`config.mk`:
```
export PLATFORM = sky130hd
export DESIGN_NAME = lkvc_ram
export DESIGN_NICKNAME = d
export VERILOG_FILES = /design/src/lkvc_ram.sv
export SDC_FILE = /design/constraint.sdc
export NUM_CORES = 1
export LEC_CHECK = 0
export ABC_AREA = 1
export BUFFER_PORTS_ARGS = -buffer_cell sky130_fd_sc_hd__buf_2
export CAP_MARGIN = 20
export CORE_ASPECT_RATIO = 1.5
export CORE_UTILIZATION = 61
export CTS_CLUSTER_DIAMETER = 100
export DETAILED_ROUTE_END_ITERATION = 10
export MAX_ROUTING_LAYER = met4
export PLACE_DENSITY = 0.82
export SYNTH_ARGS = -nofsm -noshare
export SYNTH_HDL_FRONTEND = slang
export SYNTH_SLANG_ARGS = --single-unit
```
`constraint.sdc`:
```
create_clock -name i_clk -period 1.6 [get_ports i_clk]
set_clock_uncertainty 0.2 [all_clocks]
set_input_delay 0.16 -clock i_clk [delete_from_list [all_inputs] [get_ports i_clk]]
set_output_delay 0.16 -clock i_clk [all_outputs]
set_load 0.01 [all_outputs]
```
`src/lkvc_ram.sv`:
```
// Generic single-write, single-read RAM with registered read data.
`default_nettype none
module lkvc_ram #(
    parameter int WIDTH = 8,
    parameter int DEPTH = 16
) (
    input  wire logic                     i_clk,
    input  wire logic                     i_we,
    input  wire logic [$clog2(DEPTH)-1:0] i_waddr,
    input  wire logic [WIDTH-1:0]         i_wdata,
    input  wire logic [$clog2(DEPTH)-1:0] i_raddr,
    output logic      [WIDTH-1:0]         o_rdata
);

    logic [WIDTH-1:0] r_mem [DEPTH];

    always_ff @(posedge i_clk) begin
        if (i_we) begin
            r_mem[i_waddr] <= i_wdata;
        end
        o_rdata <= r_mem[i_raddr];
    end

endmodule
`default_nettype wire

```
==> out/qor.tcl <==
set qor(postSynthRegisterBits) 136
set qor(netlist.top_cell.by_area) {sky130_fd_sc_hd__edfxtp_1}
set qor(antenna_found_initial) 0
set qor(critical_path_required_ps) 1700
set qor(grt.overflow.total) 0
set qor(clock_buffers_created_by_tritoncts) 17
set qor(timing.max_cap.violations) 0
set qor(p_sw_share_pct) 21.65
set qor(cp_max_fo) 16
set qor(fmaxAchievable_ghz) 0.6498
set qor(timing.final.crit_period_ps) 1539
set qor(cts_repair_resize_count) 0
set qor(power_report.internal_total_mw) 6.426
set qor(detailed_place.area_um2) 6108
set qor(route.final.wire_length_mm) 13.13
set qor(finalPower_mw) 8.202
set qor(postSynthCellCount) 551
set qor(buffer_depth_of_the_longest_clock_path) 2
set qor(regArea_um2) 4004
set qor(final_design_area_no_fill_um2) 6759
set qor(setup_tns_ps) 0
set qor(hold_viol) 0
set qor(floorplan.initialDensity_pct) 62.68
set qor(route.detailed.wl_per_inst_um) 18.01
set qor(pwr-share-clk_pct) 44.6
set qor(rsz0062_at_grt) {no}
set qor(drt_pass1_iterations) 5
set qor(floorplan.die_area_um2) 9855
set qor(worst_hold_path_type) {in -> reg}
set qor(drc) 0
set qor(fin_ws_ps) 61.01
set qor(port_buf_inserts) 25
set qor(ir_worst_vdd_mv) 1.106
set qor(design.core.area_um2) 9200
set qor(instances_no_fill) 729
set qor(layout-drive-gt1-share_pct) 12.80
set qor(multi_input_area_um2) 1214
set qor(dpl_cells) 688
set qor(cellPowerDensity_nw_per_um2) 1214
set qor(detailroute.via_count) 4008
set qor(cts_hold_buffers) 9
set qor(worst_setup_hold_path_clk_slew_ps) 60
set qor(synthTopCellsByArea) {sky130_fd_sc_hd__edfxtp_1, sky130_fd_sc_hd__nand2_1, sky130_fd_sc_hd__nand3_1}
set qor(synth_cell_types) 12
set qor(clock-sinks) 136
set qor(synth_nets) 569
set qor(worst_setup_path_start_kind) {input pin}
set qor(most_frequent_cells_in_the_layout) {sky130_fd_sc_hd__nand2_1, sky130_fd_sc_hd__edfxtp_1, sky130_fd_sc_hd__inv_1}
set qor(ios) 26
set qor(h-tree-depth) 4
set qor(hold-worst-slack_ps) 8.074
set qor(gp_congestion) 0.9456
set qor(synth_largest_type_area_fraction_pct) 66.65
set qor(fp.dieW_um) 81.39
set qor(die_y_um) 121.1
set qor(worst-endpoint-arrival_ps) 1640
set qor(final_layout_net_count) 622
set qor(dr.first_iter.drc_count) 443
set qor(ant_nets) 0
set qor(final_common_cell) {sky130_fd_sc_hd__nand2_1}
set qor(tritoncts) {done}
set qor(num_antenna_cells) 0
set qor(timing_max_transition_violations_final) 0
set qor(syn_area_per_cell_um2) 10.47
set qor(sequential_share_of_power_pct) 48.9
set qor(post_cts.repair.setup_buffers) 0
set qor(comb_power_share_pct) 6.5
set qor(worst_slew_margin_rel_pct) 73.07
set qor(number_of_filler_cells_placed_in_the_layout) 586
set qor(synth-seq-area-share_pct) 69.43
set qor(area_growth_syn_to_layout_pct) 17.21
set qor(run_status) {finished, final reports clean}
set qor(grt_pass1_wl_mm) 20.49
set qor(post-place-ws_ps) 135.8
set qor(grt_max_degree) 40
set qor(cp-end-kind) {flop}
set qor(synth_area_um2) 5767
set qor(post_route_core_utilization_pct) 73.47
set qor(final-setup-viol-count) 0
set qor(groute.usage.overall_pct) 31.19
set qor(vias_in_the_first_global_route) 4013
set qor(row_count) 43
set qor(min_period_over_period_pct) 96.19
set qor(routed_via_density) 5.498
set qor(clockRootBuffer) {sky130_fd_sc_hd__clkbuf_16}
set qor(clock_insertion_delay_worst_skew_ps) 420
set qor(worst_slew_pin_slew_ps) 403.9
set qor(dp_hpwl_mm) 8.095
set qor(total_leakage_power_nw) 2.969
set qor(critPathKind) {in -> reg}
set qor(synth_warnings) 0
set qor(net-switching-power_mw) 1.776
## logic make-up after synthesis
family	after synthesis	share of synthesized area (%)
AND/OR/NAND/NOR	289	21.05
flip-flops	136	69.43
buffers and inverters	126	9.525
## path summary, 6_finish.rpt
| kind | start | to | slack, ps | cells past startpoint |
|---|---|---|---|---|
| setup / recovery | i_raddr[2] | o_rdata[7] | 60 | 7 |
| hold / removal | i_wdata[6] | r_mem[5][6] | 8 | 1 |
| setup reg to reg | r_mem[7][3] | o_rdata[3] | 310 | 6 |
| hold reg to reg | r_mem[12][2] | o_rdata[2] | 460 | 6 |
## synthesized netlist by cell type
cell	number
sky130_fd_sc_hd__buf_6	6
sky130_fd_sc_hd__buf_2	13
sky130_fd_sc_hd__inv_1	100
sky130_fd_sc_hd__nand3b_1	2
sky130_fd_sc_hd__nor2_1	17
sky130_fd_sc_hd__nand2_1	173
sky130_fd_sc_hd__dfxtp_1	8
sky130_fd_sc_hd__edfxtp_1	128
sky130_fd_sc_hd__buf_1	1
sky130_fd_sc_hd__buf_4	4
sky130_fd_sc_hd__inv_2	2
sky130_fd_sc_hd__nand3_1	97
## per-layer routing
metal / share of wire, % / global-route usage [%] / vias to the layer above / routed length (um)
met5: 0 / - / - / 0
met4: 4.4 / 19.08 / 0 / 578
met3: 5.8 / 6.316 / 45 / 764
met2: 53 / 50.05 / 198 / 7014
met1: 36 / 35.30 / 1886 / 4770
li1: - / - / 1879 / -
## state kept, by name, summed over array words and instances (netlist names)
signal,cells
o_rdata,8
r_mem,128
## area by class of cell
| type | instances | area share (%) |
|---|---|---|
| clock buffer | 18 | 6.350 |
| clock inverter | 14 | 1.944 |
| inverter | 102 | 5.665 |
| multi-input combinational | 289 | 17.96 |
| sequential | 136 | 59.24 |
| tap | 112 | 2.073 |
| timing repair buffer | 58 | 6.775 |
## critical path, stage by stage
cell,delay [ps]
sky130_fd_sc_hd__dlygate4sd3_1,530
sky130_fd_sc_hd__buf_2,210
sky130_fd_sc_hd__inv_1,80
sky130_fd_sc_hd__buf_4,230
sky130_fd_sc_hd__nand3_1,170
sky130_fd_sc_hd__nand3_1,180
sky130_fd_sc_hd__nand2_1,80
## power by group through the flow
stage / registers [mW] / clock network, mW / logic (mW)
3_5_place_dp: 4.08 / 0 / 0.508
3_3_place_gp: 4.08 / 0 / 0.493
2_1_floorplan: 4.09 / 0 / 0.281
5_1_grt: 4.02 / 3.85 / 0.585
4_1_cts: 4.01 / 3.70 / 0.531
6_report: 4.01 / 3.66 / 0.533
Note: power is estimated with default switching activity, not from simulation.
